<file path="config.mk">
export PLATFORM = sky130hd
export DESIGN_NAME = two_window_pulse_peak_finder
export DESIGN_NICKNAME = d
export VERILOG_FILES = /design/src/rtl/twppf_pkg.sv /design/src/rtl/twppf_track.sv /design/src/rtl/twppf_result.sv /design/src/rtl/two_window_pulse_peak_finder.sv
export VERILOG_INCLUDE_DIRS = /design/src /design/src/rtl
export SDC_FILE = /design/constraint.sdc
export NUM_CORES = 1
export LEC_CHECK = 0
export ABC_AREA = 1
export BUFFER_PORTS_ARGS = -buffer_cell sky130_fd_sc_hd__buf_2
export CAP_MARGIN = 40
export CORE_MARGIN = 2
export CORE_UTILIZATION = 64
export CTS_CLUSTER_SIZE = 25
export DETAILED_ROUTE_END_ITERATION = 12
export GPL_ROUTABILITY_DRIVEN = 1
export MAX_ROUTING_LAYER = met4
export PLACE_DENSITY = 0.94
export SYNTH_ARGS = -nofsm -noshare
export SYNTH_HDL_FRONTEND = slang
export SYNTH_SLANG_ARGS = --single-unit
</file>
<file path="constraint.sdc">
create_clock -name clk_i -period 14.8 [get_ports clk_i]
set_input_delay 1.48 -clock clk_i [delete_from_list [all_inputs] [get_ports clk_i]]
set_output_delay 1.48 -clock clk_i [all_outputs]
set_load 0.01 [all_outputs]
</file>
<file path="src/rtl/assert_macros.svh">
// Assertion macros used by the top-level RTL file.
`ifndef ASSERT_MACROS_SVH
`define ASSERT_MACROS_SVH

// Same-cycle implication, disabled while reset is asserted.
`define ASSERT_IMPLIES(label, clk, rst_n, ante, cons, msg) \
  label: assert property (@(posedge clk) disable iff (!(rst_n)) (ante) |-> (cons)) \
    else $error(msg);

// Next-cycle implication, disabled while reset is asserted.
`define ASSERT_NEXT(label, clk, rst_n, ante, cons, msg) \
  label: assert property (@(posedge clk) disable iff (!(rst_n)) (ante) |=> (cons)) \
    else $error(msg);

`endif

</file>
<file path="src/rtl/twppf_pkg.sv">
// Shared types and constants of the two-window pulse peak finder.
`timescale 1ns / 1ps

package twppf_pkg;

  localparam int unsigned IdxFullW = 16;
  localparam int unsigned ValW     = 16;
  localparam int unsigned OutIdxW  = 11;
  localparam int unsigned CfgDataW = 16;
  localparam int unsigned CfgIdxW  = 1;

  localparam logic [OutIdxW-1:0] DeltaTop = 11'd2047;
  localparam logic [OutIdxW-1:0] SplitRst = 11'd1023;

  localparam logic [CfgIdxW-1:0] RegTriggerLevel = 1'b0;
  localparam logic [CfgIdxW-1:0] RegSplitIndex   = 1'b1;

  typedef struct packed {
    logic [IdxFullW-1:0]     idx;
    logic signed [ValW-1:0]  level;
  } peak_t;

  typedef struct packed {
    peak_t one;
    peak_t two;
  } wave_end_t;

endpackage

</file>
<file path="src/rtl/twppf_track.sv">
// Sample counter, configuration registers and per-window peak tracking.
`timescale 1ns / 1ps

module twppf_track #(
  parameter int unsigned WAVE_LEN    = 2048,
  parameter int unsigned SAMPLE_BITS = 16
) (
  input  logic                                clk_i,
  input  logic                                rst_ni,
  input  logic                                cfg_we_i,
  input  logic [twppf_pkg::CfgIdxW-1:0]       cfg_idx_i,
  input  logic [twppf_pkg::CfgDataW-1:0]      cfg_data_i,
  input  logic                                step_i,
  input  logic signed [SAMPLE_BITS-1:0]       sample_i,
  input  logic                                last_i,
  output twppf_pkg::wave_end_t                peaks_o
);

  localparam int unsigned CntW  = $clog2(WAVE_LEN + 1);
  localparam int unsigned IdxW  = $clog2(WAVE_LEN);
  localparam int unsigned CmpW  = (SAMPLE_BITS > 16) ? SAMPLE_BITS : 16;
  localparam int unsigned CmpIW = (CntW > twppf_pkg::OutIdxW) ? CntW : twppf_pkg::OutIdxW;

  logic signed [15:0]                 trig_q;
  logic [twppf_pkg::OutIdxW-1:0]      split_q;
  logic [CntW-1:0]                    count_q, count_d, count_upd;
  logic [IdxW-1:0]                    p1_idx_q, p1_idx_d, p1_idx_upd;
  logic [IdxW-1:0]                    p2_idx_q, p2_idx_d, p2_idx_upd;
  logic signed [SAMPLE_BITS-1:0]      p1_lvl_q, p1_lvl_d, p1_lvl_upd;
  logic signed [SAMPLE_BITS-1:0]      p2_lvl_q, p2_lvl_d, p2_lvl_upd;
  logic                               in_range, hit, first_win;

  always_ff @(posedge clk_i or negedge rst_ni) begin
    if (!rst_ni) begin
      trig_q  <= '0;
      split_q <= twppf_pkg::SplitRst;
    end else if (cfg_we_i) begin
      case (cfg_idx_i)
        twppf_pkg::RegTriggerLevel: trig_q  <= $signed(cfg_data_i);
        twppf_pkg::RegSplitIndex:   split_q <= cfg_data_i[twppf_pkg::OutIdxW-1:0];
        default: ;
      endcase
    end
  end

  assign in_range  = count_q < CntW'(WAVE_LEN);
  assign hit       = CmpW'(sample_i) <= CmpW'(trig_q);
  assign first_win = CmpIW'(count_q) <= CmpIW'(split_q);

  always_comb begin
    count_upd  = count_q;
    p1_idx_upd = p1_idx_q;
    p1_lvl_upd = p1_lvl_q;
    p2_idx_upd = p2_idx_q;
    p2_lvl_upd = p2_lvl_q;
    if (in_range) begin
      count_upd = count_q + 1'b1;
      if (hit) begin
        if (first_win) begin
          if (sample_i < p1_lvl_q) begin
            p1_idx_upd = count_q[IdxW-1:0];
            p1_lvl_upd = sample_i;
          end
        end else if (sample_i < p2_lvl_q) begin
          p2_idx_upd = count_q[IdxW-1:0];
          p2_lvl_upd = sample_i;
        end
      end
    end

    count_d  = count_q;
    p1_idx_d = p1_idx_q;
    p1_lvl_d = p1_lvl_q;
    p2_idx_d = p2_idx_q;
    p2_lvl_d = p2_lvl_q;
    if (step_i) begin
      if (last_i) begin
        count_d  = '0;
        p1_idx_d = '0;
        p1_lvl_d = '0;
        p2_idx_d = '0;
        p2_lvl_d = '0;
      end else begin
        count_d  = count_upd;
        p1_idx_d = p1_idx_upd;
        p1_lvl_d = p1_lvl_upd;
        p2_idx_d = p2_idx_upd;
        p2_lvl_d = p2_lvl_upd;
      end
    end
  end

  always_ff @(posedge clk_i or negedge rst_ni) begin
    if (!rst_ni) begin
      count_q  <= '0;
      p1_idx_q <= '0;
      p1_lvl_q <= '0;
      p2_idx_q <= '0;
      p2_lvl_q <= '0;
    end else begin
      count_q  <= count_d;
      p1_idx_q <= p1_idx_d;
      p1_lvl_q <= p1_lvl_d;
      p2_idx_q <= p2_idx_d;
      p2_lvl_q <= p2_lvl_d;
    end
  end

  assign peaks_o.one.idx   = twppf_pkg::IdxFullW'(p1_idx_upd);
  assign peaks_o.one.level = twppf_pkg::ValW'(p1_lvl_upd);
  assign peaks_o.two.idx   = twppf_pkg::IdxFullW'(p2_idx_upd);
  assign peaks_o.two.level = twppf_pkg::ValW'(p2_lvl_upd);

endmodule

</file>
<file path="src/rtl/twppf_result.sv">
// Pair check, delta statistics and the result register.
`timescale 1ns / 1ps

module twppf_result (
  input  logic                                clk_i,
  input  logic                                rst_ni,
  input  logic                                load_i,
  input  twppf_pkg::wave_end_t                peaks_i,
  input  logic                                out_ready_i,
  output logic                                out_valid_o,
  output logic [twppf_pkg::OutIdxW-1:0]       first_index_o,
  output logic signed [twppf_pkg::ValW-1:0]   first_value_o,
  output logic [twppf_pkg::OutIdxW-1:0]       second_index_o,
  output logic signed [twppf_pkg::ValW-1:0]   second_value_o,
  output logic                                pair_valid_o,
  output logic [twppf_pkg::OutIdxW-1:0]       delta_samples_o,
  output logic [twppf_pkg::OutIdxW-1:0]       delta_min_o,
  output logic [twppf_pkg::OutIdxW-1:0]       delta_max_o
);

  logic                                pair_ok;
  logic [twppf_pkg::IdxFullW-1:0]      diff;
  logic [twppf_pkg::OutIdxW-1:0]       delta;
  logic [twppf_pkg::OutIdxW-1:0]       min_q, min_d, max_q, max_d;
  logic                                valid_q, valid_d;

  assign pair_ok = (peaks_i.one.idx != '0) && (peaks_i.two.idx != '0);
  assign diff    = (peaks_i.two.idx >= peaks_i.one.idx) ?
                   (peaks_i.two.idx - peaks_i.one.idx) : '0;

  always_comb begin
    delta = '0;
    if (pair_ok) begin
      delta = (diff > twppf_pkg::IdxFullW'(twppf_pkg::DeltaTop)) ?
              twppf_pkg::DeltaTop : diff[twppf_pkg::OutIdxW-1:0];
    end
    min_d = min_q;
    max_d = max_q;
    if (load_i && pair_ok) begin
      if (delta < min_q) min_d = delta;
      if (delta > max_q) max_d = delta;
    end
    valid_d = valid_q;
    if (load_i) begin
      valid_d = 1'b1;
    end else if (out_ready_i) begin
      valid_d = 1'b0;
    end
  end

  always_ff @(posedge clk_i or negedge rst_ni) begin
    if (!rst_ni) begin
      min_q   <= twppf_pkg::DeltaTop;
      max_q   <= '0;
      valid_q <= 1'b0;
    end else begin
      min_q   <= min_d;
      max_q   <= max_d;
      valid_q <= valid_d;
    end
  end

  always_ff @(posedge clk_i) begin
    if (load_i) begin
      first_index_o   <= peaks_i.one.idx[twppf_pkg::OutIdxW-1:0];
      first_value_o   <= peaks_i.one.level;
      second_index_o  <= peaks_i.two.idx[twppf_pkg::OutIdxW-1:0];
      second_value_o  <= peaks_i.two.level;
      pair_valid_o    <= pair_ok;
      delta_samples_o <= delta;
      delta_min_o     <= min_d;
      delta_max_o     <= max_d;
    end
  end

  assign out_valid_o = valid_q;

endmodule

</file>
<file path="src/rtl/two_window_pulse_peak_finder.sv">
// Top level of the two-window pulse peak finder.
//
// Usage: samples enter on the in_valid_i/in_ready_o channel, one transfer per
// sample, with last_sample_i high on the final sample of a waveform. Samples
// are numbered from 0; those at or before split_index form the first window.
// Each window keeps its most negative sample at or below trigger_level and
// below zero. The last sample produces one result transfer on
// out_valid_o/out_ready_i carrying both peaks, pair status, the delta and the
// running delta min/max. Other samples produce no result.
// Throughput: one sample per cycle, set by the single compare-and-update pass,
// except while a last sample is held back by a pending result. Path: the last
// sample enters the input register at its transfer, then loads the result register.
// Stall: while a result waits, non-last samples keep flowing; a following
// last sample waits in the input register and in_ready_o drops until the
// pending result is taken.
// Reset: clears peaks and count, trigger_level to 0, split_index to 1023,
// delta min to 2047 and delta max to 0. Configure only while idle.
`timescale 1ns / 1ps
`include "assert_macros.svh"

module two_window_pulse_peak_finder #(
  parameter int unsigned WAVE_LEN    = 2048,
  parameter int unsigned SAMPLE_BITS = 16
) (
  input  logic                                clk_i,
  input  logic                                rst_ni,
  input  logic                                cfg_we_i,
  input  logic [twppf_pkg::CfgIdxW-1:0]       cfg_idx_i,
  input  logic [twppf_pkg::CfgDataW-1:0]      cfg_data_i,
  input  logic                                in_valid_i,
  output logic                                in_ready_o,
  input  logic signed [SAMPLE_BITS-1:0]       sample_i,
  input  logic                                last_sample_i,
  output logic                                out_valid_o,
  input  logic                                out_ready_i,
  output logic [twppf_pkg::OutIdxW-1:0]       first_index_o,
  output logic signed [twppf_pkg::ValW-1:0]   first_value_o,
  output logic [twppf_pkg::OutIdxW-1:0]       second_index_o,
  output logic signed [twppf_pkg::ValW-1:0]   second_value_o,
  output logic                                pair_valid_o,
  output logic [twppf_pkg::OutIdxW-1:0]       delta_samples_o,
  output logic [twppf_pkg::OutIdxW-1:0]       delta_min_o,
  output logic [twppf_pkg::OutIdxW-1:0]       delta_max_o
);

  logic                           s1_valid_q, s1_valid_d;
  logic signed [SAMPLE_BITS-1:0]  s1_sample_q;
  logic                           s1_last_q;
  logic                           s1_go, in_xfer;
  twppf_pkg::wave_end_t           peaks;

  assign s1_go      = s1_valid_q && (!s1_last_q || !out_valid_o || out_ready_i);
  assign in_ready_o = !s1_valid_q || s1_go;
  assign in_xfer    = in_valid_i && in_ready_o;

  always_comb begin
    s1_valid_d = s1_valid_q;
    if (in_xfer) begin
      s1_valid_d = 1'b1;
    end else if (s1_go) begin
      s1_valid_d = 1'b0;
    end
  end

  always_ff @(posedge clk_i or negedge rst_ni) begin
    if (!rst_ni) begin
      s1_valid_q <= 1'b0;
    end else begin
      s1_valid_q <= s1_valid_d;
    end
  end

  always_ff @(posedge clk_i) begin
    if (in_xfer) begin
      s1_sample_q <= sample_i;
      s1_last_q   <= last_sample_i;
    end
  end

  twppf_track #(
    .WAVE_LEN   (WAVE_LEN),
    .SAMPLE_BITS(SAMPLE_BITS)
  ) u_track (
    .clk_i     (clk_i),
    .rst_ni    (rst_ni),
    .cfg_we_i  (cfg_we_i),
    .cfg_idx_i (cfg_idx_i),
    .cfg_data_i(cfg_data_i),
    .step_i    (s1_go),
    .sample_i  (s1_sample_q),
    .last_i    (s1_last_q),
    .peaks_o   (peaks)
  );

  twppf_result u_result (
    .clk_i          (clk_i),
    .rst_ni         (rst_ni),
    .load_i         (s1_go && s1_last_q),
    .peaks_i        (peaks),
    .out_ready_i    (out_ready_i),
    .out_valid_o    (out_valid_o),
    .first_index_o  (first_index_o),
    .first_value_o  (first_value_o),
    .second_index_o (second_index_o),
    .second_value_o (second_value_o),
    .pair_valid_o   (pair_valid_o),
    .delta_samples_o(delta_samples_o),
    .delta_min_o    (delta_min_o),
    .delta_max_o    (delta_max_o)
  );

  `ASSERT_IMPLIES(a_delta_in_range, clk_i, rst_ni,
    out_valid_o && pair_valid_o,
    delta_min_o <= delta_samples_o && delta_samples_o <= delta_max_o,
    "valid delta outside running min/max")
  `ASSERT_IMPLIES(a_invalid_zero_delta, clk_i, rst_ni,
    out_valid_o && !pair_valid_o, delta_samples_o == '0,
    "invalid pair with nonzero delta")
  `ASSERT_IMPLIES(a_stall_cause, clk_i, rst_ni, !in_ready_o,
    s1_valid_q && s1_last_q && out_valid_o && !out_ready_i,
    "input stalled without a blocked result")
  `ASSERT_NEXT(a_result_follows_last, clk_i, rst_ni, s1_go && s1_last_q, out_valid_o,
    "last sample did not produce a result")

endmodule
</file>
=== Yosys cells after proc, flatten, opt, wreduce, memory -nomap -nowiden ===
Cells that the tools add are included.

* Reductions and logical operators: 19
* Add/sub/neg operators: 2
* Bitwise gates (word level): 1
* Magnitude comparators: 9
* Multiplexer cells: 33

{| class="wikitable"
|+ Operators with widths
! cell !! number
|-
| two-way mux 11 bit || 16
|-
| two-way mux 16 bit || 11
|-
| < comparator 16 bit || 2
|-
| nonzero test 16 bit || 2
|-
| two-way mux 12 bit || 2
|-
| > comparator 16 x 11 -> 1 bit, second input constant || 1
|-
| less-or-equal comparator 16 bit || 1
|-
| adder 12 x 1 -> 12 bit, second input constant || 1
|-
| less-or-equal comparator 12 x 11 -> 1 bit || 1
|-
| < comparator 12 bit, second input constant || 1
|-
| subtractor 11 x 11 -> 12 bit || 1
|-
| greater-or-equal comparator 11 bit || 1
|-
| > comparator 11 bit || 1
|-
| < comparator 11 bit || 1
|-
| AND reduction 2 bit || 3
|-
| nonzero test 2 bit || 3
|-
| logical AND 1 bit || 5
|-
| two-way mux 1 bit || 4
|-
| zero test 1 bit || 3
|-
| logical OR 1 bit || 3
|-
| inverter 1 bit || 1
|}

* Register bits: 222
* Input port bits: 39
* Output and inout bits: 90

=== Depth between registers and ports, before layout ===
* Depth after elaboration: 13
* Gate-level depth with buffers: 49
* Mapped depth without buffers: 46

=== By module ===
From an unflattened synthesis, not the netlist that was laid out.

* Cell total of the unflattened synthesis: 1421
* Area, all modules: 12550.8 µm²

{| class="wikitable"
|+ Modules (own cells, without submodules)
! module !! seq. area each (µm²) !! times used !! area an instance (µm²) !! cells each
|-
| twppf_track || 2339.7 || 1 || 6625.1 || 885
|-
| twppf_result || 3231.8 || 1 || 5338.9 || 507
|-
| two_window_pulse_peak_finder || 535.5 || 1 || 586.8 || 29
|}

=== Worst setup path after synthesis ===
OpenSTA, ideal clock, no wires.

* Path kind: reg-to-reg
* Start point: register s1_sample_q[15]
* End point: register u_result.delta_max_o[9] (netlist name), data pin
* Required time: 14.538 ns
* Period minus slack after synthesis: 5.943 ns
* Arrival: 5.681 ns
* Cell stages (with the launch flop): 44
* Path slack: 8.857 ns
* Buffers on the path: 3
* Library setup time: 0.262 ns
* Path through: edfxtp_1 ha_1 a21oi_1 o21ai_1 a21oi_1 nand2_1 nand2_1 nand3_2 inv_2 nor2_8 buf_12 nand2_1 o21ai_2 ha_1 fa_1 nor2_1 nor2_1 o21ai_2 [8 not listed] nor2_2 ha_1 nand2_1 o21ai_0 a21o_1 a21oi_1 o21ai_0 nand3_1 nand2_1 nand3_1 nand2_1 o31ai_1 clkinv_1 buf_2 nand2_1 o21ai_1 nand2_1 o21ai_1

{| class="wikitable"
|+ RTL lines
! item !! RTL line !! RTL
|-
| from (decl) || two_window_pulse_peak_finder.sv:47 || <nowiki>logic signed [SAMPLE_BITS-1:0] s1_sample_q;</nowiki>
|-
| from (signal assigned) || two_window_pulse_peak_finder.sv:75 || <nowiki>s1_sample_q <= sample_i;</nowiki>
|-
| to (signal assigned) || twppf_result.sv:72 || <nowiki>delta_max_o <= max_d;</nowiki>
|-
| to (decl) || twppf_result.sv:18 || <nowiki>output logic [twppf_pkg::OutIdxW-1:0] delta_max_o</nowiki>
|}

==> reports/results.md <==
- 1 — H-tree level count
- 51 — count of cell types in the netlist
- reg -> reg — startpoint-to-endpoint class of the critical path
- 0.06 ns — clock transition at the register clock pins on the worst setup and hold paths after CTS
- 1,092 — number of fillers in the final layout
- 0.0115 mm^2 — Synth Cell Area
- clkinv_1 — CP max-delay cell
- 0.885 ns — slew of the pin with the lowest slew margin
- 173 mW/mm^2 — power density relative to cell area
- 1.41 mW — internal power consumption
- 6.03 — per-cell via count in the routed design
- 64.8% — starting density of the core
- 0 — count of nets left with antenna violations after detail routing
- 0 — number of diodes
- 105 — number of enable flip-flop cells after synthesis
- flop — startpoint kind of the worst setup timing path
- 0.866 mW — Switching Power
- 40.5% — Slew headroom
- 0 — Hold Violations, Final
- 222 — total of flip-flops plus latches after synthesis
- simple AND/OR/NAND/NOR gates — delay-heaviest family, CP
- 0.132 mV — maximum ir drop on the vdd rail
- 0.0178 mm^2 — Placeable Area
- 53.7% — final clock period utilization by the worst path
- 18.7 um — final routed wire length divided by cell count
- 19.2% — fraction of final layout cells sized beyond drive strength 1
- nand2_1 — Critical Path Most Common Cell
- 6.52 nW — Leak
- 1,450 — net count of the finished layout
- 52.7% — FFs w/ async S/R, synth
- 9,568 — vias in the first global route
- 0 — number of buffers inserted for hold repair after clock tree synthesis
- u_result.delta_max_o[5] — Reg-to-Reg End
- 27.4% — share of the synthesized area in the top cell type
- 1,323 — Net Count, Synth
- 0 — number of maximum-capacitance constraint violations
- 222 — clock net sink count
- 129 — number of ports placed on the die boundary
- 138 um — die boundary width
- 3 — number of buffers on the longest clock path
- flop — type of element capturing the critical path
- 53.0% — register area share after synthesis
- inv_1 — most common cell in the synthesized netlist
- 7.95 ns — time the worst path needs with I/O delays and setup
- edfxtp_1, dfrtp_1, ha_1 — top cells by area in the synthesized netlist
- 9,432 — DR vias
- 20.1 mm — Post-DP HPWL
- 26.3% — share of power burned in the clock network
- 9.65 um^2 — mean instance size in the synthesized netlist
- 0 — drt drc
- 5 — number of iterations in the first detailed-routing pass
- 4 — sum of buffers and inverters on the critical path
- 47.3 mm — wire length of the first global-routing pass
- clkbuf_16 — Clk Tree Root Cell
- 0.0237 ns — worst-case clock skew
- 44 — highest net fanout along the worst path
- 128 — input/output buffers
- 40 — Stages on worst setup path
- 40 — FF-to-FF path depth
- finished clean — run status
- u_result.delta_max_o[5] — timing endpoint of the critical path
- 0 — PostCTS Resize Cnt
- reg -> reg — type of the tightest min-delay check
- edfxtp_1 — area leader, netlist
- 49 — number of placement rows
- 0 — number of slew-limit violations in the final report
- 38.1% — fraction of power spent switching nets
- 0 — number of antenna violations at the first check in global routing
- 138 um — die height
- 15.05 ns — required time worst endpoint
- 8.20 ns — Critical Path AT
- false — unrepaired setup endpoints after global routing
- built — CTS tree
- 31.6% — Total Routing Usage GR
- 0 — Setup violations, final
- 0.52 ns — max incr delay on CP
- 2.27 mW — total power draw
- 1,193 — gate count of the mapped netlist
- 0.53 ns — clk_lat worst skew
- 1,046 — violation count after the first detailed-routing iteration
- 6.85 ns — register-to-register setup slack
- s1_sample_q[15] — Worst R2R Start
- 0 — leftover overflow at the end of global routing
- 36.7% — part of the power in combinational logic
- 0 — post-CTS repair timing setup buffer count
- inv_1, nand2_1, edfxtp_1 — most frequent cells after synthesis
- 68 — largest net degree at the start of global routing
- 1.02 — Routability Congestion
- 22 — total clock buffers created by CTS
- 0.0191 mm^2 — Total Die Area
- 126 MHz — Max Clk Rate
- edfxtp_1 — commonest register cell after synthesis
- 0 — Synth Warn #
- 14.2% — area grow syn2layout
- 29.2 mm — total detailed-routing wirelength
- 0 ns — setup TNS
- 37.0% — share of power burned in registers
- s1_sample_q[15] — Critical path origin
[final cells by class]
class | instances | area, um^2 | share of cell area (%)
flip-flops and latches | 222 | 6110 | 46.4
multi-input cells | 706 | 4370 | 33.2
inverters | 233 | 876 | 6.66
repair buffers | 135 | 736 | 5.59
clock buffers | 30 | 601 | 4.57
well taps | 229 | 287 | 2.18
clock inverters | 10 | 178 | 1.35
[how the worst min path moves through the flow]
stage	startpoint	endpoint	slack [ns]	depth (start not counted)
after CTS	u_result.min_q[9]	u_result.min_q[9]	0.48	2
after floorplan	u_track.p1_idx_q[8]	u_track.p1_idx_q[8]	0.45	2
final	u_result.min_q[9]	u_result.min_q[9]	0.48	2
after detailed placement	u_result.min_q[9]	u_result.min_q[9]	0.47	2
after global routing	u_result.min_q[1]	u_result.min_q[1]	0.50	2
after global placement	u_result.min_q[9]	u_result.min_q[9]	0.46	2
[per-stage QoR]
| stage | util [%] | worst slack [ns] | hold WS [ns] | area [um^2] | instances |
|---|---|---|---|---|---|
| after floorplan | - | 8.86 | 0.447 | 11500 | 1193 |
| after global placement | 69.3 | 7.82 | 0.464 | 12300 | 1523 |
| after detailed placement | 69.6 | 7.33 | 0.474 | 12400 | 1525 |
| after CTS | 74.0 | 7.13 | 0.483 | 13200 | 1565 |
| after global routing | 74.0 | 6.40 | 0.500 | 13200 | 1565 |
| final | 74.0 | 6.85 | 0.483 | 13200 | 1565 |
[worst min-delay path, stage by stage (launching register included)]
cell	delay [ns]
dfstp_2	0.37
nand2_2	0.05
nand2_1	0.05
[power by group through the flow]
stage                     clock (mW)  sequential (mW)  combinational [mW]
after floorplan                    0            0.849               0.587
after global placement             0            0.842               0.747
after detailed placement           0            0.847               0.795
after CTS                      0.598            0.839               0.815
after global routing           0.625            0.848               0.913
final                          0.597            0.841               0.834
[sequential cells by signal, indices dropped and copies added (netlist names), 12 cells and up]
signal	flops
s1_sample_q	16
u_result.second_value_o	16
u_track.p1_lvl_q	16
u_track.p2_lvl_q	16
u_track.count_q	12
u_result.first_value_o	16
u_track.trig_q	16
[kinds of logic after synthesis]
kind of cell	count (synthesis)	share of synthesized area, %
flip-flops	222	53.0
multiplexers	1	0.130
AND/OR/NAND/NOR	368	15.2
XOR/XNOR	5	0.380
buffers and inverters	265	9.13
AO/OA/AOI/OAI	241	12.1
adder cells (fa/ha/maj)	91	9.95
[routing by layer]
layer	track usage [%]	part of all wire (%)	up-vias
li1	-	-	4218
met1	37.8	36	4374
met2	51.0	48	660
met3	6.44	9.8	180
met4	16.5	6.0	0
met5	-	0	-
[layout by cell type (no fill, tap or decap), types with 4 or more instances in the layout]
cell type / Yosys / routed
ha_1: 90 / 90
o22ai_1: 49 / 49
o21a_1: 5 / 5
buf_2: 3 / 127
nor2_1: 35 / 35
clkbuf_1: 20 / 6
nand4_1: 17 / 17
clkbuf_16: 0 / 22
inv_1: 226 / 226
a21oi_4: 4 / 4
nor3_1: 12 / 12
buf_4: 1 / 6
nand2_1: 220 / 220
nand3_4: 5 / 5
o21bai_1: 5 / 5
nand3_1: 27 / 27
o21ai_0: 81 / 81
dfrtp_1: 96 / 96
dfstp_2: 21 / 21
edfxtp_1: 105 / 105
nor2_2: 7 / 7
a21oi_1: 55 / 55
o21ai_1: 25 / 25
nand2_2: 27 / 27
bufinv_16: 0 / 4
Power figures use the tool's default switching activity.
